`src/jei_pkg.sv`:
```
// Package for the Josephus elimination index block.
// Holds widths, register indexes and the request/response types of the modulo unit.
// No dependencies; used by every module under src.
package jei_pkg;

  // Width of the configuration values and of the round number.
  localparam int VAL_W = 17;
  // Width of the modulo dividend: seat plus step can exceed 17 bits.
  localparam int DVD_W = VAL_W + 1;
  // Width of the seat reported on the result port.
  localparam int IDX_W = 16;
  // Width of the APB address: two registers at byte offsets 0 and 4.
  localparam int ADDR_W = 3;
  localparam int DATA_W = 32;

  localparam int MAX_PEOPLE_DEF = 65536;

  // Register indexes, taken from paddr[2].
  localparam logic REG_TOTAL_PEOPLE = 1'b0;
  localparam logic REG_STEP_COUNT   = 1'b1;

  typedef struct packed {
    logic             start;
    logic [DVD_W-1:0] dividend;
    logic [VAL_W-1:0] divisor;
  } mod_req_t;

  typedef struct packed {
    logic             done;
    logic [VAL_W-1:0] remainder;
  } mod_rsp_t;

endpackage

```
`src/jei_mod_unit.sv`:
```
// Shared modulo unit: restoring remainder, one dividend bit per cycle.
// Depends on jei_pkg for widths and the request/response structs.
// A start loads the operands; done pulses once every dividend bit has been shifted in.
module jei_mod_unit (
  input  logic              clk,
  input  logic              rst_n,
  input  jei_pkg::mod_req_t req,
  output jei_pkg::mod_rsp_t rsp
);

  localparam int CNT_W = $clog2(jei_pkg::DVD_W + 1);

  logic [CNT_W-1:0]          cnt_r, cnt_nxt;
  logic                      done_r, done_nxt;
  logic [jei_pkg::VAL_W-1:0] rem_r, rem_nxt;
  logic [jei_pkg::DVD_W-1:0] dvd_r, dvd_nxt;
  logic [jei_pkg::VAL_W-1:0] div_r, div_nxt;
  logic [jei_pkg::DVD_W-1:0] trial;
  logic [jei_pkg::DVD_W-1:0] div_ext;

  assign trial   = {rem_r, dvd_r[jei_pkg::DVD_W-1]};
  assign div_ext = {1'b0, div_r};

  always_comb begin
    cnt_nxt  = cnt_r;
    done_nxt = 1'b0;
    rem_nxt  = rem_r;
    dvd_nxt  = dvd_r;
    div_nxt  = div_r;
    if (req.start) begin
      cnt_nxt = CNT_W'(jei_pkg::DVD_W);
      rem_nxt = '0;
      dvd_nxt = req.dividend;
      div_nxt = req.divisor;
    end else if (cnt_r != '0) begin
      // The partial remainder stays below the divisor, so the subtraction fits.
      if (trial >= div_ext) begin
        rem_nxt = jei_pkg::VAL_W'(trial - div_ext);
      end else begin
        rem_nxt = trial[jei_pkg::VAL_W-1:0];
      end
      dvd_nxt  = {dvd_r[jei_pkg::DVD_W-2:0], 1'b0};
      cnt_nxt  = cnt_r - CNT_W'(1);
      done_nxt = (cnt_r == CNT_W'(1));
    end
  end

  always_ff @(posedge clk) begin
    if (!rst_n) begin
      cnt_r  <= '0;
      done_r <= 1'b0;
    end else begin
      cnt_r  <= cnt_nxt;
      done_r <= done_nxt;
    end
  end

  always_ff @(posedge clk) begin
    rem_r <= rem_nxt;
    dvd_r <= dvd_nxt;
    div_r <= div_nxt;
  end

  assign rsp.done      = done_r;
  assign rsp.remainder = rem_r;

endmodule

```
`src/jei_seq.sv`:
```
// Sequencer that walks the Josephus recurrence one circle size at a time.
// Depends on jei_pkg and drives the shared jei_mod_unit for every step.
// Checks the round, seeds the seat, then issues one modulo per larger circle.
module jei_seq (
  input  logic                      clk,
  input  logic                      rst_n,
  input  logic                      start,
  input  logic [jei_pkg::VAL_W-1:0] round_in,
  input  logic [jei_pkg::VAL_W-1:0] people,
  input  logic [jei_pkg::VAL_W-1:0] step,
  output logic                      busy,
  output logic                      res_valid,
  output logic [jei_pkg::IDX_W-1:0] res_index,
  output logic                      res_bad
);

  typedef enum logic {
    ST_IDLE,
    ST_RUN
  } state_t;

  localparam int VW = jei_pkg::VAL_W;
  localparam int DW = jei_pkg::DVD_W;

  state_t                    state_r, state_nxt;
  logic [VW-1:0]             size_r, size_nxt;
  logic [VW-1:0]             people_r, people_nxt;
  logic [VW-1:0]             step_r, step_nxt;
  logic                      start_r, start_nxt;
  logic [DW-1:0]             dividend_r, dividend_nxt;
  logic [VW-1:0]             divisor_r, divisor_nxt;
  logic                      valid_r, valid_nxt;
  logic [jei_pkg::IDX_W-1:0] index_r, index_nxt;
  logic                      bad_r, bad_nxt;
  logic [VW-1:0]             first_size;
  jei_pkg::mod_req_t         mod_req;
  jei_pkg::mod_rsp_t         mod_rsp;

  // Circle size at the requested removal; valid only when the round is in range.
  assign first_size = people - round_in + VW'(1);

  always_comb begin
    state_nxt    = state_r;
    size_nxt     = size_r;
    people_nxt   = people_r;
    step_nxt     = step_r;
    start_nxt    = 1'b0;
    dividend_nxt = dividend_r;
    divisor_nxt  = divisor_r;
    valid_nxt    = 1'b0;
    index_nxt    = index_r;
    bad_nxt      = bad_r;
    case (state_r)
      ST_IDLE: begin
        if (start) begin
          if (round_in == '0 || round_in > people) begin
            valid_nxt = 1'b1;
            bad_nxt   = 1'b1;
            index_nxt = '0;
          end else begin
            size_nxt     = first_size;
            people_nxt   = people;
            step_nxt     = step;
            dividend_nxt = {1'b0, step} + {1'b0, first_size} - DW'(1);
            divisor_nxt  = first_size;
            start_nxt    = 1'b1;
            state_nxt    = ST_RUN;
          end
        end
      end
      ST_RUN: begin
        if (mod_rsp.done) begin
          if (size_r == people_r) begin
            valid_nxt = 1'b1;
            bad_nxt   = 1'b0;
            index_nxt = mod_rsp.remainder[jei_pkg::IDX_W-1:0];
            state_nxt = ST_IDLE;
          end else begin
            size_nxt     = size_r + VW'(1);
            dividend_nxt = {1'b0, mod_rsp.remainder} + {1'b0, step_r};
            divisor_nxt  = size_r + VW'(1);
            start_nxt    = 1'b1;
          end
        end
      end
      default: begin
        state_nxt = ST_IDLE;
      end
    endcase
  end

  always_ff @(posedge clk) begin
    if (!rst_n) begin
      state_r <= ST_IDLE;
      start_r <= 1'b0;
      valid_r <= 1'b0;
    end else begin
      state_r <= state_nxt;
      start_r <= start_nxt;
      valid_r <= valid_nxt;
    end
  end

  always_ff @(posedge clk) begin
    size_r     <= size_nxt;
    people_r   <= people_nxt;
    step_r     <= step_nxt;
    dividend_r <= dividend_nxt;
    divisor_r  <= divisor_nxt;
    index_r    <= index_nxt;
    bad_r      <= bad_nxt;
  end

  assign mod_req.start    = start_r;
  assign mod_req.dividend = dividend_r;
  assign mod_req.divisor  = divisor_r;

  jei_mod_unit u_mod (
    .clk   (clk),
    .rst_n (rst_n),
    .req   (mod_req),
    .rsp   (mod_rsp)
  );

  assign busy      = (state_r != ST_IDLE);
  assign res_valid = valid_r;
  assign res_index = index_r;
  assign res_bad   = bad_r;

  // A modulo is only launched for an item that is being worked on.
  a_start_in_run: assert property (@(posedge clk) disable iff (!rst_n)
    start_r |-> state_r == ST_RUN)
    else $error("modulo launched outside of a run");

  // The circle never grows past the number of people.
  a_size_bound: assert property (@(posedge clk) disable iff (!rst_n)
    state_r == ST_RUN |-> size_r <= people_r && size_r != '0)
    else $error("circle size out of range");

  // Every remainder from the shared unit is below its modulus.
  a_rem_bound: assert property (@(posedge clk) disable iff (!rst_n)
    state_r == ST_RUN && mod_rsp.done |-> mod_rsp.remainder < divisor_r)
    else $error("remainder not below modulus");

  // A rejected round reports seat zero.
  a_bad_zero: assert property (@(posedge clk) disable iff (!rst_n)
    valid_r && bad_r |-> index_r == '0)
    else $error("bad round with nonzero seat");

endmodule

```
`src/josephus_elimination_index.sv`:
```
// Top level of the Josephus elimination index block: APB registers and sequencer.
// Depends on jei_pkg, jei_seq and jei_mod_unit.
//
// Channel      Ports                                         Direction
// input        start, busy, in_elimination_round             in (busy out)
// result       out_valid, out_eliminated_index, out_bad_round out
// config       psel, penable, pwrite, paddr, pwdata, prdata  in/out (pready out)
//
// A round that is 0 or above the circle size answers in the cycle after start with out_bad_round set.
// A valid round n takes n modulo steps, one per circle size from N - n + 1 up to N,
// each run on the shared one-bit-per-cycle modulo unit.
// busy is high while an item is at work; start is ignored then.
// Reset (rst_n low, synchronous) sets both registers to 1 and drops any item in flight.
// Each result stands on the out_ ports for one cycle; the receiver cannot stall it.
module josephus_elimination_index #(
  parameter int MAX_PEOPLE = jei_pkg::MAX_PEOPLE_DEF
) (
  input  logic                       clk,
  input  logic                       rst_n,
  input  logic                       start,
  output logic                       busy,
  input  logic [jei_pkg::VAL_W-1:0]  in_elimination_round,
  output logic                       out_valid,
  output logic [jei_pkg::IDX_W-1:0]  out_eliminated_index,
  output logic                       out_bad_round,
  input  logic                       psel,
  input  logic                       penable,
  input  logic                       pwrite,
  input  logic [jei_pkg::ADDR_W-1:0] paddr,
  input  logic [jei_pkg::DATA_W-1:0] pwdata,
  output logic [jei_pkg::DATA_W-1:0] prdata,
  output logic                       pready
);

  localparam int VW = jei_pkg::VAL_W;

  logic [VW-1:0] total_people_r, total_people_nxt;
  logic [VW-1:0] step_count_r, step_count_nxt;
  logic          wr_transfer;
  logic [VW-1:0] people_eff;

  assign pready      = 1'b1;
  assign wr_transfer = psel && penable && pwrite && pready;

  always_comb begin
    total_people_nxt = total_people_r;
    step_count_nxt   = step_count_r;
    if (wr_transfer) begin
      case (paddr[2])
        jei_pkg::REG_TOTAL_PEOPLE: total_people_nxt = pwdata[VW-1:0];
        jei_pkg::REG_STEP_COUNT:   step_count_nxt   = pwdata[VW-1:0];
        default: begin
          total_people_nxt = total_people_r;
        end
      endcase
    end
  end

  always_ff @(posedge clk) begin
    if (!rst_n) begin
      total_people_r <= VW'(1);
      step_count_r   <= VW'(1);
    end else begin
      total_people_r <= total_people_nxt;
      step_count_r   <= step_count_nxt;
    end
  end

  always_comb begin
    case (paddr[2])
      jei_pkg::REG_TOTAL_PEOPLE: prdata = {{(jei_pkg::DATA_W-VW){1'b0}}, total_people_r};
      jei_pkg::REG_STEP_COUNT:   prdata = {{(jei_pkg::DATA_W-VW){1'b0}}, step_count_r};
      default:                   prdata = '0;
    endcase
  end

  // The circle is capped at MAX_PEOPLE; above the register range the cap never applies.
  assign people_eff = (32'(total_people_r) > 32'(MAX_PEOPLE)) ? VW'(MAX_PEOPLE)
                                                              : total_people_r;

  jei_seq u_seq (
    .clk       (clk),
    .rst_n     (rst_n),
    .start     (start),
    .round_in  (in_elimination_round),
    .people    (people_eff),
    .step      (step_count_r),
    .busy      (busy),
    .res_valid (out_valid),
    .res_index (out_eliminated_index),
    .res_bad   (out_bad_round)
  );

endmodule
```
`config.mk`:
```
export PLATFORM = sky130hd
export DESIGN_NAME = josephus_elimination_index
export DESIGN_NICKNAME = d
export VERILOG_FILES = /design/src/jei_pkg.sv /design/src/jei_mod_unit.sv /design/src/jei_seq.sv /design/src/josephus_elimination_index.sv
export SDC_FILE = /design/constraint.sdc
export NUM_CORES = 1
export LEC_CHECK = 0
export BUFFER_PORTS_ARGS = -buffer_cell sky130_fd_sc_hd__buf_2
export CORE_MARGIN = 2
export CORE_UTILIZATION = 45
export CTS_CLUSTER_DIAMETER = 80
export DETAILED_ROUTE_END_ITERATION = 16
export HOLD_SLACK_MARGIN = 0.06
export MAX_ROUTING_LAYER = met4
export PLACE_DENSITY_LB_ADDON = 0.3
export SYNTH_ARGS = -nofsm -noshare
export SYNTH_HDL_FRONTEND = slang
export SYNTH_SLANG_ARGS = --single-unit
```
`constraint.sdc`:
```
create_clock -name clk -period 8.45 [get_ports clk]
set_input_delay 0.4225 -clock clk [delete_from_list [all_inputs] [get_ports clk]]
set_output_delay 0.4225 -clock clk [all_outputs]
set_load 0.02 [all_outputs]
```
# [After elaboration in Yosys (flattened, before gate mapping)]
# Cells that the tools add are included.
[classes] addsub=8 reduce_logical=13 n_lt_le_gt_ge=3 n_mux=39 eq_ne=8 bitwise=5
[ops] op="18-bit 2-to-1 mux" n=6
[ops] op="17-bit 2-to-1 mux" n=6
[ops] op="16-bit 2-to-1 mux" n=4
[ops] op="32-bit one-hot mux with 2 select lines" n=1
[ops] op="17-bit by 17-bit adder with 18-bit output" n=2
[ops] op="18-bit one-hot mux with 2 select lines" n=1
[ops] op="17-bit by 1-bit adder with 17-bit output, second input constant" n=2
[ops] op="17-bit one-hot mux with 2 select lines" n=1
[ops] op="17-bit subtractor" n=2
[ops] op="16-bit one-hot mux with 2 select lines" n=1
[ops] op="18-bit by 17-bit >= comparator with 1-bit output" n=1
[ops] op="18-bit by 1-bit subtractor with 18-bit output, second input constant" n=1
[ops] op="17-bit == test" n=1
[ops] op="17-bit > comparator" n=1
[ops] op="17-bit > comparator, second input constant" n=1
[ops] op="17-bit zero test" n=1
[ops] op="1-bit 2-to-1 mux" n=13
[ops] op="5-bit 2-to-1 mux" n=2
[ops] op="2-bit inequality test, second input constant" n=5
[ops] op="1-bit one-hot mux with 2 select lines" n=4
[ops] op="4-bit AND reduction" n=2
[ops] op="5-bit by 1-bit == test with 1-bit output, second input constant" n=1
[ops] op="1-bit NOT" n=5
[ops] op="5-bit nonzero test" n=1
[ops] op="9 further kinds" n=11
[word_totals] out_inout_bits=52 input_bits=58 elab_cells=93 ff_bits=181

# [Logic depth before layout (Yosys ltp)]
# Gate-level depths: netlist of the first run.
[logic_depth] depth_word=9 mapped_depth=24 ltp_nobuf=23

# [Hierarchy]
# Synthesis of the first run repeated with hierarchy kept, for this count alone.
[unflattened] cells_unflattened=1253 area_unflattened_um2=12164.2
[modules_own_cells] mod="jei_seq" seq_area_each_um2=2642.5 n_inst=1 cells_per_inst=721 area_per_inst_um2=7049.3
[modules_own_cells] mod="jei_mod_unit" seq_area_each_um2=1511.4 n_inst=1 cells_per_inst=322 area_per_inst_um2=3303.2
[modules_own_cells] mod="josephus_elimination_index" seq_area_each_um2=680.7 n_inst=1 cells_per_inst=210 area_per_inst_um2=1811.7

# [Worst setup path after synthesis of the first run]
# OpenSTA, ideal clock, no wires.
[synth_timing] path_kind="register to register" start="register total_people_r[16]" end="register u_seq.dividend_r[0] (enable)" required_ns=8.073 setup_time_ns=0.377 n_path_buf=1 period_less_slack_ns=5.047 path_stages_with_launch=15 slack_ns=3.403 arrival_time_ns=4.671 path_cell_list="dfxtp_1 -> clkinv_1 -> a41o_1 -> clkbuf_1 -> nand2_1 -> inv_1 -> ha_1 -> nand4_1 -> or4_1 -> nor2_1 -> a21oi_1 -> o21ai_1 -> o41ai_1 -> nor2b_1 -> or2_2"
[synth_between] elab_chain_cells=6
[synth_rtl] item="from (decl)" line="josephus_elimination_index.sv:37" source="logic [VW-1:0] total_people_r, total_people_nxt;"
[synth_rtl] item="from (signal assigned)" line="josephus_elimination_index.sv:64" source="total_people_r <= total_people_nxt;"
[synth_rtl] item="17-bit > comparator" line="josephus_elimination_index.sv:78" source="assign people_eff = (32'(total_people_r) > 32'(MAX_PEOPLE)) ? VW'(MAX_PEOPLE)"
[synth_rtl] item="17-bit 2-to-1 mux" line="josephus_elimination_index.sv:78"
[synth_rtl] item="via people_eff[12]" line="josephus_elimination_index.sv:40" source="logic [VW-1:0] people_eff;"
[synth_rtl] item="17-bit > comparator" line="jei_seq.sv:56" source="if (round_in == '0 || round_in > people) begin"
[synth_rtl] item="1-bit logical OR" line="jei_seq.sv:56"
[synth_rtl] item="2-bit inequality test (no source line)"
[synth_rtl] item="4-bit AND reduction (no source line)"
[synth_rtl] item="to (signal assigned)" line="jei_seq.sv:108" source="dividend_r <= dividend_nxt;"
[synth_rtl] item="to (decl)" line="jei_seq.sv:30" source="logic [DW-1:0] dividend_r, dividend_nxt;"
# The timed path passes the listed nets, and every way through them passes these cells.
# A chain may end at the register's enable or synchronous reset.

# [Worst setup path after layout of the first run]
[layout_timing] start="register total_people_r[16]" end="register u_seq.dividend_r[17] (data pin)"
[layout_between] elab_chain_cells=9
[layout_rtl] item="17-bit > comparator" line="josephus_elimination_index.sv:78"
[layout_rtl] item="17-bit 2-to-1 mux" line="josephus_elimination_index.sv:78"
[layout_rtl] item="via people_eff[7]" line="josephus_elimination_index.sv:40"
[layout_rtl] item="17-bit subtractor" line="jei_seq.sv:40" source="assign first_size = people - round_in + VW'(1);"
[layout_rtl] item="17-bit by 1-bit adder with 17-bit output" line="jei_seq.sv:40"
[layout_rtl] item="17-bit by 17-bit adder with 18-bit output" line="jei_seq.sv:64" source="dividend_nxt = {1'b0, step} + {1'b0, first_size} - DW'(1);"
[layout_rtl] item="18-bit by 1-bit subtractor with 18-bit output" line="jei_seq.sv:64"
[layout_rtl] item="18-bit 2-to-1 mux" line="jei_seq.sv:56"
[layout_rtl] item="18-bit 2-to-1 mux" line="jei_seq.sv:55" source="if (start) begin"
[layout_rtl] item="18-bit one-hot mux with 2 select lines" line="jei_seq.sv:53" source="case (state_r)"
[layout_rtl] item="via u_seq.dividend_nxt[17]" line="jei_seq.sv:30"
# The timed path passes the listed nets, and every way through them passes these cells. The select of a mux whose other input is x is not followed.

==> results of run 1 <==
metal layers:
metal / global-route usage [%] / share of wire, % / up-vias
li1: - / - / 4331
met1: 29.1 / 49 / 3956
met2: 33.2 / 45 / 241
met3: 2.71 / 3.9 / 30
met4: 7.19 / 2.6 / 0
met5: - / 0 / -
area by class of cell:
cell class | instances | area [um2] | area share (%)
Clock buffer | 19 | 464 | 3.62
Clock inverter | 13 | 123 | 0.955
Inverter | 129 | 484 | 3.77
Multi-Input combinational cell | 864 | 6100 | 47.5
Sequential cell | 181 | 4840 | 37.7
Tap cell | 330 | 413 | 3.22
Timing Repair Buffer | 81 | 418 | 3.26
power breakdown:
part / internal (uW) / switching (uW) / total (uW)
clock network: 417 / 369 / 786
registers: 1150 / 151 / 1300
logic: 573 / 816 / 1390
logic make-up (layout without fill, tap and decap cells):
| group | Yosys count | in the layout | synth area share [%] |
|---|---|---|---|
| xor+xnor | 85 | 85 | 6.42 |
| other cells | 2 | 16 | 0.0647 |
| simple gates | 359 | 359 | 14.2 |
| mux | 45 | 45 | 4.24 |
| buf+inv | 178 | 242 | 6.29 |
| fa+ha+maj | 121 | 121 | 13.4 |
| compound gates | 238 | 238 | 13.8 |
| flops | 181 | 181 | 41.7 |
critical path: stages, from the launching register on:
cell                        delay [ps]
sky130_fd_sc_hd__dfxtp_1           390
sky130_fd_sc_hd__clkinv_1          290
sky130_fd_sc_hd__a41o_1            400
sky130_fd_sc_hd__nand2_1           190
sky130_fd_sc_hd__inv_1             100
sky130_fd_sc_hd__ha_1              320
sky130_fd_sc_hd__ha_1              390
sky130_fd_sc_hd__and3_1            180
sky130_fd_sc_hd__a2111oi_0         500
sky130_fd_sc_hd__o21bai_1          150
sky130_fd_sc_hd__a21oi_1           250
sky130_fd_sc_hd__xor2_1            360
sky130_fd_sc_hd__ha_1              310
sky130_fd_sc_hd__inv_1              60
sky130_fd_sc_hd__ha_1              270
sky130_fd_sc_hd__nand2_1            80
sky130_fd_sc_hd__nor2_1             40
sky130_fd_sc_hd__a211oi_1          290
sky130_fd_sc_hd__nand2b_1          180
sky130_fd_sc_hd__a31oi_1           150
sky130_fd_sc_hd__or4_1             430
sky130_fd_sc_hd__a31oi_1           210
sky130_fd_sc_hd__nor3_1             90
cell usage in the layout, fill, tap and decap left out, drive strengths merged, types with 4 or more instances in the layout:
master	instances
nand2	156
inv	137
edfxtp	121
ha	116
buf	81
nor2	70
dfxtp	60
a21oi	57
o21ai	50
xor2	46
xnor2	39
a21boi	33
mux2	33
nand3	27
a21o	27
nor3	20
clkbuf	19
and2	18
conb	16
a211oi	16
mux2i	12
nor4	11
nand2b	11
nand4	10
nor2b	10
or3	9
and3	6
o22ai	6
a31oi	6
o21a	5
fa	5
clkinv	5
o21bai	4
worst max path at each step:
stage                           end  depth (start not counted)  slack [ps]               start
6_report       u_seq.dividend_r[17]                         22        2560  total_people_r[16]
4_1_cts        u_seq.dividend_r[17]                         22        2550  total_people_r[16]
2_1_floorplan   u_seq.dividend_r[0]                         14        3400  total_people_r[16]
3_5_place_dp   u_seq.dividend_r[17]                         22        2620  total_people_r[16]
5_1_grt        u_seq.dividend_r[17]                         22        2190  total_people_r[10]
3_3_place_gp   u_seq.dividend_r[17]                         22        2600  total_people_r[16]
Yosys cell counts (4+ instances only):
cell / instances / area [um2]
sky130_fd_sc_hd__nor3_1: 20 / 100
sky130_fd_sc_hd__o21a_1: 5 / 37.5
sky130_fd_sc_hd__o21ai_1: 19 / 95.1
sky130_fd_sc_hd__o21ai_0: 30 / 150
sky130_fd_sc_hd__and2_1: 18 / 113
sky130_fd_sc_hd__nand3_1: 27 / 135
sky130_fd_sc_hd__a211oi_1: 14 / 105
sky130_fd_sc_hd__nand2b_1: 11 / 68.8
sky130_fd_sc_hd__inv_1: 128 / 480
sky130_fd_sc_hd__or3_1: 9 / 56.3
sky130_fd_sc_hd__and3_1: 6 / 37.5
sky130_fd_sc_hd__nand4_1: 10 / 62.6
sky130_fd_sc_hd__mux2_2: 33 / 372
sky130_fd_sc_hd__a21boi_0: 33 / 248
sky130_fd_sc_hd__o21bai_1: 4 / 30.0
sky130_fd_sc_hd__nor2_1: 70 / 263
sky130_fd_sc_hd__dfxtp_1: 60 / 1200
sky130_fd_sc_hd__nor2b_1: 10 / 62.6
sky130_fd_sc_hd__a21o_1: 26 / 195
sky130_fd_sc_hd__mux2i_1: 12 / 120
sky130_fd_sc_hd__nor4_1: 11 / 68.8
sky130_fd_sc_hd__o22ai_1: 6 / 37.5
sky130_fd_sc_hd__ha_1: 116 / 1450
sky130_fd_sc_hd__buf_4: 16 / 120
sky130_fd_sc_hd__xor2_1: 46 / 403
sky130_fd_sc_hd__fa_1: 5 / 100
sky130_fd_sc_hd__a31oi_1: 5 / 31.3
sky130_fd_sc_hd__nand2_1: 156 / 586
sky130_fd_sc_hd__edfxtp_1: 121 / 3630
sky130_fd_sc_hd__clkbuf_1: 32 / 120
sky130_fd_sc_hd__xnor2_1: 39 / 342
sky130_fd_sc_hd__a21oi_1: 57 / 285
per-stage QoR:
stage               cell area (um2)  instances
floorplan                     11700       1223
global placement              12200       1585
detailed placement            12200       1585
CTS                           12800       1617
global route                  12800       1617
finish                        12800       1617
==> results.md, run 1 <==
Timing:
- The final max-slew violation count is 0.
- The peak clock frequency supported by timing is 0.170 GHz.
- The final count of negative-setup-slack endpoints is 0.
- The final setup skew is 18.2 ps.
- For the pin with the worst max-slew slack, the measured transition is 995 ps.
- The relative slew slack is 33.5%.
- The total count of hold-check failures in the final report is 0.
- Hold is met by 239 ps.
- The share of the cycle needed by the critical path after routing is 69.7%.
- The worst path in the final design needs a cycle of 5890 ps, including I/O delays and setup.
- The final sum of negative setup slack is 0 ps.
- Setup slack on the critical path of the routed design comes to 2560 ps.
- Setup repair after global routing left no endpoint under its margin.

Critical path:
- The startpoint kind of the worst setup timing path is a flop.
- The setup path with the least slack is of type reg -> reg.
- In this run the worst path has a maximum fanout of 10.
- The endpoint identified for the worst register-to-register timing path is u_seq.dividend_r[17].
- STA classifies the critical path endpoint as a flop.
- The data required time of the worst path is 8630 ps.
- Data on the critical path arrives at its endpoint at 6070 ps.
- The startpoint identified for the worst register-to-register timing path is total_people_r[16].
- The worst reg-to-reg path cell count is 22.
- The setup check on the worst reg-to-reg path leaves a slack of 2560 ps.

Placed design:
- The final estimated routing congestion in global placement is 0.926.
- The HPWL after detailed placement is 21000 um.
- The number of buffers inserted by port buffering is 76.
- The post-placement setup slack is 2620 ps.

Hold path:
- The worst hold path was traced through 3 stages.
- The worst hold-check path type is in -> reg.
- The endpoint of the worst hold-timing path is total_people_r[14].
- The startpoint identified for the worst hold timing path is pwdata[14].

Die:
- The die area is 27100 um2.
- The area inside the core boundary is 25300 um2.
- The overall die width is 165 um.
- The number of top-level design ports is 110.
- For this configuration, the core starts out at a cell density of 45.9%.
- The vertical die dimension is 165 um.
- Row generation in the floorplan step produced 58 rows.

Synthesis:
- The dominant register cell in the synthesized netlist is sky130_fd_sc_hd__edfxtp_1.
- The sequential cell area fraction in the yosys report is 41.7%.
- In the synthesized netlist, the number of instances is 1209.
- The count of unique library cells instantiated by Yosys is 68.
- The synthesized area divided by synthesized cell count is 9.59 um2.
- The cell area that synthesis handed to floorplanning was 11600 um2.
- During synthesis, Yosys emitted a total of 0 warnings.
- Synthesis inferred 181 register bits.
- The synthesized design contains 121 enable-type register cells.
- In the synthesized netlist the async set-or-reset flop fraction comes to 0%.

Global routing:
- The via count of the first global-routing pass is 8086.
- The global-route wire length before repair is 43100 um.
- The total overflow left after global routing is 0.
- The total track usage is 21.4%.
- The number of antenna violations at the first check in global routing is 0.
- The maximum number of pins on one net before global-route repair is 52.

Drt:
- The via count of the routed design is 8558.
- The DRC violation total after the first TritonRoute iteration is 622.
- Using the TritonRoute via totals, the vias-per-cell ratio works out to 5.29.
- The final layout contains routed wiring with a total length of 27200 um.
- The first-pass detailed-route iteration total is 5.
- Dividing the detail-routed wire length by the instance count gives 16.8 um.
- The post-detailed-route DRC marker count is 0.
- The number of nets still failing antenna checks after routing is 0.

CTS:
- The tree is rooted in a sky130_fd_sc_hd__clkbuf_16.
- The hold buffer count at cts is 0.
- The TritonCTS clock tree is built.
- In this run the deepest clock path goes through 2 buffers.
- The later-pin clock latency in the skew report is 440 ps.
- The number of H-tree levels is 4.
- Gates resized during post-CTS repair numbered 0.
- After clock tree synthesis, the clock-pin slew on the worst setup and hold paths is 80 ps.
- The number of clock sinks seen by CTS is 181.
- Clock tree synthesis inserted a total of 17 buffers.
- The number of post-CTS setup repair buffers is 0.

Final layout:
- Relative to the synthesized area, the layout overhead comes to 10.6%.
- The total inserted antenna cells is 0.
- For this run, the post-layout net count is 1453.
- The number of fill cells is 2356.
- The largest registers in the layout are u_seq.dividend_r (18), u_seq.u_mod.dvd_r (18).
- The post-route netlist has 12.4% of its cells at a drive strength greater than 1.
- At the end of the flow the core is filled with cells to 50.8%.

Outcome:
- The run finished with clean final reports.

Flow run:
- Across the run, the number of max-cap violations was 0.

Pwr:
- The total power consumption of the routed design is 3480 uW.
- IR analysis of the VDD net gives a maximum drop of 0.000161 V.
- The total power density per cell area is 271 nW/um2.
- The static leakage is 0.00558 uW.
No activity file was read; power rests on OpenSTA's default activity.
==> run 2, diff against run 1 <==
- clock period: 8.45 -> 4.88 ns (I/O delays scaled with it)
==> run 2 against run 1 <==
Against the previous run: clock-buffer cell count unchanged; largest cell class unchanged; cell area up 12%; non-clock buffer count is 138 higher; final cell count is 8.5% higher; global-route usage is 1.8 points higher; flip-flop and latch count unchanged; sequential power up 74%; setup slack got worse by 2500 ps; total power up 80%; sequential share of layout area is 4.0 points lower; first-iteration DRC count is 4.8% lower; fmax up 22%.
==> results.md, run 2 (synthesized netlist as in run 1, its figures left out) <==
Final layout:
- The number of fill cells is 2182.
- The post-route netlist has 25.8% of its cells at a drive strength greater than 1.
- The total inserted antenna cells is 0.
- Summing all non-filler instances in the final layout gives an area of 14400 um2.
- The top cell types in the final layout, fill and taps aside, are 150 x sky130_fd_sc_hd__nand2_1, 139 x sky130_fd_sc_hd__buf_4, 121 x sky130_fd_sc_hd__edfxtp_1.
- The total number of nets in the final design is 1591.
- Once layout is complete, the cells apart from fillers number 1755.
- The sequential cell area is 4840 um2.
- The post-synthesis to final-layout area growth is 24.0%.
- The largest registers in the layout are u_seq.dividend_r (18), u_seq.u_mod.dvd_r (18).
- Leaving out fill and tap cells, the most frequent cell in the layout is sky130_fd_sc_hd__nand2_1.
- The area occupied by multi-input gates is 6580 um2.

Critical path:
- The maximum cell stage delay along the critical path is 400 ps.
- Data on the critical path is required at its endpoint by 5060 ps.
- At the worst endpoint, the arrival time is 5020 ps.
- The endpoint of the worst register-to-register path is u_seq.dividend_r[17].
- The worst reg-to-reg path cell count is 23.
- The critical path buffer and inverter count is 6.
- The worst setup path is captured at a flop.
- Walking the worst path, the cells encountered are nor4_4 > a41o_4 > nand2_2 > inv_2 > ha_4 > ha_2 > buf_4 > a2111o_1 > o221ai_4 > buf_6 > buf_4 > o21ai_2 > xnor2_1 > buf_4 > ha_1 > inv_1 > ha_1 > or3_4 > o21ai_4 > a31oi_4 > or4_1 > a31oi_1 > nor3_1.
- The maximum fanout count along the critical path is 4.
- The beginning of the worst register-to-register path is total_people_r[6].
- The classification of the worst setup path is reg -> reg.
- The setup check on the worst reg-to-reg path leaves a slack of 40 ps.
- Broken down by cell family, the worst path's largest delay share belongs to compound AO/OA/AOI/OAI gates.
- The startpoint kind of the worst setup timing path is a flop.
- The largest individual stage delay along the critical path comes from the cell sky130_fd_sc_hd__a2111o_1.
- The cell that appears most often on the critical path is sky130_fd_sc_hd__buf_4.

Placed design:
- Summed over all nets, the half-perimeter wirelength after detailed placement is 22700 um.
- The placed instances occupy a cell area of 13200 um2.
- The final estimated routing congestion in global placement is 0.932.
- The number of buffers inserted by port buffering is 76.
- The cell total after placement is 1714.
- Timing analysis after detailed placement gives a worst setup slack of -520 ps.

Timing:
- The total count of hold-check failures in the final report is 0.
- Setup slack closes at 43.4 ps.
- The final period demand of the worst path is 4840 ps.
- Setup violations remaining at the end of the flow were counted as 0.
- Setup repair after global routing could not meet its margin everywhere.
- Measured against its own limit, the worst slew margin works out to 22.3%.
- The final setup skew is 18.2 ps.
- The measured slew at the worst slew-check pin is 1150 ps.
- The worst path uses 99.1% of the clock period.
- For this run, the top clock speed supported by timing is 0.207 GHz.
- The final max-slew violation count was 0.
- On the final layout, the worst hold slack is 71.1 ps.

CTS:
- Hold repair after CTS inserted 0 buffers.
- The clock passes through at most 2 buffers.
- The tree is rooted in a sky130_fd_sc_hd__clkbuf_16.
- The TritonCTS clock tree is built.
- The number of H-tree levels is 4.
- The number of buffers added by the clock tree synthesis step is 17.
- The clock transition at the registers of the reported paths is 70 ps.
- The later-pin clock latency in the skew report is 430 ps.
- The clock drives 181 sinks.

Global routing:
- The sum of overflow across all layers after global routing is 0.
- Entering global routing, the biggest net connects 51 pins.
- The via count of the first global-routing pass is 8847.
- The global-route wire length before repair is 46900 um.
- The number of antenna violations at the first check in global routing is 1.
- Across every metal layer, demand over resource in global routing totals 23.2%.

Pwr:
- In this run the power spent charging and discharging nets is 2370 uW.
- Sequential cells burn 35.9% of the power.
- The switching fraction of total power is 37.7%.
- The static leakage is 0.00630 uW.
- Across the VDD grid, the largest voltage drop is 0.000276 V.
- Combinational cells account for 41.7% of the total power.
- Power comes to 6280 uW.
- Internal power comes to 3910 uW.
- Of the total power, the clock network draws 22.3%.
- The total power density per cell area is 436 nW/um2.

Drt:
- The vias per cell is 5.25.
- The routed layout has 9213 vias.
- Summed over all layers, the routed wires come to 30200 um.
- The post-detailed-route DRC marker count is 0.
- The first-pass detailed-route iteration total is 5.
- The detail-routed net length per standard cell is 17.2 um.
- The number of nets still failing antenna checks after routing is 0.
- The DRC violation total after the first TritonRoute iteration is 592.

Hold path:
- Counting instances, the worst hold path has a depth of 3.
- The worst hold-check path type is in -> reg.
- In this run the most critical hold path is launched from pwdata[5].
- For hold timing, the worst endpoint is step_count_r[5].

Die:
- The area inside the core boundary is 25300 um2.
- In this run the count of I/O pins placed on the die edge is 110.
- The die is 165 um tall.
- The placement row count is 58.
- The die area is 27100 um2.
- The overall die width is 165 um.
- The starting density of the core is 45.9%.

Outcome:
- The run finished with clean final reports.

Flow run:
- The number of max-cap violations is 0.
[run 2: changes by cell type in the layout (fill, tap and decap cells not counted), sizes merged]
cell / change
clkinv: -2
clkinvlp: +4
buf: +138
bufinv: +2
inv: -4
[run 2: worst min-delay path, cell delays in order]
cell and delay, ps:
sky130_fd_sc_hd__buf_2 100, sky130_fd_sc_hd__nand2_1 50, sky130_fd_sc_hd__a21boi_0 60
[run 2: area by class of cell]
cell class                 count  area share [%]
clock buffer                  19            3.01
clock inverter                13            1.16
inverter                     129            3.37
multi-input combinational    864            45.7
sequential                   181            33.7
tap                          330            2.87
timing repair buffer         219            10.2
[run 2: worst max path at each step]
stage,startpoint,endpoint,slack (ps),cells after the start
floorplan,total_people_r[2],u_seq.dividend_r[17],70,20
detailed placement,total_people_r[10],u_seq.dividend_r[17],-520,25
global route,total_people_r[6],u_seq.dividend_r[17],-170,24
global placement,total_people_r[10],u_seq.dividend_r[17],-480,25
finish,total_people_r[6],u_seq.dividend_r[17],40,23
CTS,total_people_r[13],u_seq.dividend_r[17],0.9,22
[run 2: routing by layer]
layer  vias to the layer above  global-route usage, %  part of all wire (%)
met1                      4287                   30.7                    46
li1                       4599                      -                     -
met3                        45                   3.74                   5.6
met4                         0                   8.70                   3.5
met2                       282                   36.1                    45
met5                         -                      -                     0
[run 2: power groups by stage]
stage / clock network [uW] / registers [uW] / logic, uW
2_1_floorplan: 0 / 2160 / 1900
6_report: 1400 / 2260 / 2620
5_1_grt: 1480 / 2290 / 2920
3_5_place_dp: 0 / 2290 / 2500
3_3_place_gp: 0 / 2280 / 2450
4_1_cts: 1420 / 2260 / 2550
[run 2: timing repair]
item,in CTS,in global routing
buffers inserted,4,9
pin swaps,21,33
gates cloned,0,0
setup endpoints to repair,7,6
gates resized for setup,39,53
[run 2: through the flow]
stage	util, %	setup TNS (ps)
final	57.0	0
after global routing	57.0	-274
after CTS	55.7	0
after detailed placement	52.3	-2220
after global placement	52.3	-2010
after floorplan	-	0
==> run 3, diff against run 2 <==
- SYNTH_HIERARCHICAL: default -> 1
==> run 3 against run 2 <==
Against the previous run: the run now ends with setup timing left; setup slack got worse by 60 ps; final cell count fell by 0.68%; critical path type unchanged; combinational power barely moved; wire length fell by 0.58%; largest power group unchanged; flip-flop and latch count did not move.
==> results.md, run 3 <==
Pwr:
- The switching fraction of total power is 37.6%.
- Sequential cells account for 35.3% of the total power.
- The design draws 6240 uW.
- Per report_power, the combinational group accounts for 41.7% of the total.
- Power spread over the standard cell area amounts to 440 nW/um2.
- The worst IR drop on VDD is 0.000240 V.
- The static leakage is 0.00599 uW.
- The share of total power dissipated in the clock network is 23.1%.
- In this run the power spent charging and discharging nets is 2350 uW.
- Internal power comes to 3900 uW.

Final layout:
- For this run, the post-layout net count is 1569.
- The number of antenna diodes in the final layout is 0.
- The layout cell share with drive strength beyond 1 is 19.3%.
- The core utilization of the finished layout is 53.1%.
- The library cells used most frequently in the layout, excluding fill and tap cells, are 142 x sky130_fd_sc_hd__nand2_1, 121 x sky130_fd_sc_hd__inv_1, 121 x sky130_fd_sc_hd__edfxtp_1.
- Relative to the synthesized area, the layout overhead comes to 16.6%.
- Leaving out fill and tap cells, the most frequent cell in the layout is sky130_fd_sc_hd__nand2_1.
- Excluding fillers, the count of instances in the completed layout stands at 1743.
- The largest registers in the layout are u_seq/dividend_r (18), u_seq/u_mod/dvd_r (18).

Synthesis:
- The synthesized design contains 121 enable-type register cells.
- After synthesis, the mean cell area works out to 9.71 um2.
- The area fraction in compound gates after synthesis is 15.6%.
- Counting instances in the post-synthesis netlist gives the leading cell types as 142 x sky130_fd_sc_hd__nand2_1, 123 x sky130_fd_sc_hd__inv_1, 121 x sky130_fd_sc_hd__edfxtp_1.
- The most common cell in the synthesized netlist is sky130_fd_sc_hd__nand2_1.
- After synthesis, the largest family of logic cells by area is simple AND/OR/NAND/NOR gates.
- Counting every instance in the synthesized netlist gives 1253.
- The share of synthesized area spent on multiplexers is 4.13%.
- The synthesized netlist devotes 12.9% of its cell area to adder and majority cells.
- Summing the areas of all xor and xnor instances in the mapped netlist gives 5.62% of the synthesized area.
- After synthesis the cells add up to 12200 um2.
- The count of unique library cells instantiated by Yosys is 84.
- The fraction of synthesis flops using an asynchronous set or reset pin is 0%.
- Sequential elements use 39.7% of the synthesized area.
- Among all flip-flop cells after synthesis, the most frequent one is sky130_fd_sc_hd__edfxtp_1.
- The synthesized netlist devotes 15.7% of its cell area to simple gates.
- The share of synthesized area in the top cell type comes to 29.9%.
- Synthesis inferred 181 register bits.
- Summed over all instances, the cell type with the most area after synthesis is sky130_fd_sc_hd__edfxtp_1.
- The Yosys step of the flow raised 6 warnings.
- By area the synthesized netlist is led by sky130_fd_sc_hd__edfxtp_1 30%, sky130_fd_sc_hd__ha_1 12%, sky130_fd_sc_hd__dfxtp_1 9.9%.

Global routing:
- The total overflow left after global routing is 0.
- The total track usage is 22.1%.
- Entering global routing, the biggest net connects 53 pins.
- The global-route wire length before repair is 47600 um.
- The via count of the first global-routing pass is 9284.
- The number of antenna violations at the first check in global routing is 0.

Timing:
- Dividing the final minimum period by the clock period gives 100%.
- The final max-slew violation count was 0.
- The final sum of negative setup slack is -17.0 ps.
- Counting I/O delays and the setup requirement, the final critical path takes 4900 ps.
- Setup repair after global routing could not meet its margin everywhere.
- Setup violations remaining at the end of the flow were counted as 1.
- After layout, the worst setup slack is -17.0 ps.
- The peak clock frequency supported by timing is 0.204 GHz.
- The total count of hold-check failures in the final report is 0.
- For the final database, setup skew stands at 12.2 ps.
- The relative slew slack is 35.5%.
- For the pin with the worst max-slew slack, the measured transition is 965 ps.

Drt:
- The detail-routed net length per standard cell is 17.2 um.
- Before antenna repair, the detailed router went through 5 iterations.
- The DRC violation total after the first TritonRoute iteration is 744.
- The via count of the routed design is 9524.
- The post-detailed-route DRC marker count is 0.
- The routed wire length is 30000 um.
- Dividing the detail-routed via count by the number of cells gives 5.46.
- The number of nets still failing antenna checks after routing is 0.

CTS:
- The number of clock sinks seen by CTS is 181.
- TritonCTS built the clock tree.
- The H-tree was split into 4 levels.
- The clock passes through at most 2 buffers.
- At the later pin of the worst-skew pair, clock insertion delay measures 440 ps.
- The clock transition at the registers of the reported paths is 70 ps.
- The buffer type at the clock tree root is sky130_fd_sc_hd__clkbuf_16.
- The number of buffers added by the clock tree synthesis step is 17.

Critical path:
- The worst setup path is of the reg -> reg kind.
- The endpoint identified for the worst register-to-register timing path is u_seq/dividend_r[16].
- The beginning of the worst register-to-register path is total_people_r[3].
- In this run the worst setup path begins at total_people_r[3].
- Following the worst setup path forward leads to its endpoint at u_seq/dividend_r[16].
- The worst setup path is launched from a flop.
- STA classifies the critical path endpoint as a flop.
- At the worst endpoint, the required time is 5180 ps.
- The arrival time at the worst endpoint is 5190 ps.
- The worst reg-to-reg path cell count is 22.
- The maximum fanout count along the critical path is 7.
- The worst register-to-register path has a setup slack of -20 ps.

Placed design:
- In this run the tool buffered the top-level ports with 76 buffer cells.
- The final estimated routing congestion in global placement is 0.887.
- The cell total after placement is 1689.
- The half-perimeter wire length of the detailed placement result is 23100 um.

Die:
- The die covers 28400 um2.
- For this configuration, the core starts out at a cell density of 45.5%.
- The placement row count is 60.
- The core region is 26700 um2.
- The die is 168 um tall.
- From left edge to right edge, the die measures 168 um.
- The number of top-level design ports is 110.

Hold path:
- The min-delay analysis places its worst path in the category in -> reg.
- The startpoint identified for the worst hold timing path is pwdata[13].

Flow run:
- The number of max-cap violations is 0.

Outcome:
- The checks that failed: setup timing.
- The flow ran to the end, but the final reports show violations.
-- run 3: power by group through the flow --
stage | Combinational [uW] | Clock (uW) | Sequential [uW]
after detailed placement | 2520 | 0 | 2240
after global routing | 2900 | 1530 | 2240
after global placement | 2460 | 0 | 2230
final | 2600 | 1440 | 2200
after CTS | 2560 | 1460 | 2200
after floorplan | 2020 | 0 | 2140
-- run 3: area by class of cell --
| type | instances | area (um2) |
|---|---|---|
| tap | 341 | 427 |
| timing repair buffer | 156 | 1020 |
| inverter | 124 | 468 |
| fill | 2375 | 12500 |
| clock inverter | 9 | 73.8 |
| sequential | 181 | 4840 |
| clock buffer | 23 | 553 |
| multi-input combinational | 909 | 6800 |
-- run 3: kinds of logic after synthesis --
kind of cell             count (synthesis)
AO/OA/AOI/OAI                          267
XOR/XNOR                                78
adder cells (fa/ha/maj)                122
buffers and inverters                  177
flip-flops                             181
multiplexers                            46
other                                    2
AND/OR/NAND/NOR                        380
-- run 3: worst min path at each step --
stage,endpoint,cells past startpoint
after floorplan,u_seq/busy,1
after global routing,step_count_r[1],3
after detailed placement,u_seq/step_r[1],0
final,step_count_r[13],3
after global placement,u_seq/step_r[1],0
after CTS,step_count_r[1],3
-- run 3: what timing repair did --
| item | CTS | global route |
|---|---|---|
| pin swaps | 18 | 21 |
| setup buffers | 2 | 5 |
| hold buffers | 15 | 0 |
| endpoints found under the setup margin | 1 | 7 |
| endpoints found under the hold margin | 22 | 0 |
| resized for setup | 16 | 21 |
-- run 3: critical path, cell delays in order, from the launching register on --
cell,delay [ps]
sky130_fd_sc_hd__dfxtp_2,330
sky130_fd_sc_hd__nor4_2,240
sky130_fd_sc_hd__buf_4,160
sky130_fd_sc_hd__a41oi_4,160
sky130_fd_sc_hd__nor2b_2,210
sky130_fd_sc_hd__ha_4,240
sky130_fd_sc_hd__ha_4,150
sky130_fd_sc_hd__or2_4,230
sky130_fd_sc_hd__or3_1,360
sky130_fd_sc_hd__o221a_4,240
sky130_fd_sc_hd__o21bai_4,160
sky130_fd_sc_hd__a21oi_2,70
sky130_fd_sc_hd__o21a_1,190
sky130_fd_sc_hd__or2_4,250
sky130_fd_sc_hd__ha_4,270
sky130_fd_sc_hd__inv_2,40
sky130_fd_sc_hd__ha_4,270
sky130_fd_sc_hd__inv_4,50
sky130_fd_sc_hd__or3_4,320
sky130_fd_sc_hd__or4_4,520
sky130_fd_sc_hd__o211ai_1,100
sky130_fd_sc_hd__a31oi_1,70
sky130_fd_sc_hd__nand4_1,110
-- run 3: metrics by stage --
stage | hold slack, ps | area, um2 | worst slack (ps)
after floorplan | 362 | 12200 | 113
after global placement | 468 | 13200 | -96.9
after detailed placement | 474 | 13200 | -157
after CTS | 61.4 | 14000 | -6.36
after global routing | 83.8 | 14200 | -204
final | 85.6 | 14200 | -17.0
-- run 3: per-layer routing --
layer  GRT usage (%)  share of wire, %  wire length, um  vias to the layer above
li1                -                 -                -                     4701
met1            27.3                45            13600                     4534
met2            37.7                49            14700                      242
met3            3.06               3.8             1150                       47
met4            6.63               1.9              574                        0
met5               -                 0                0                        -
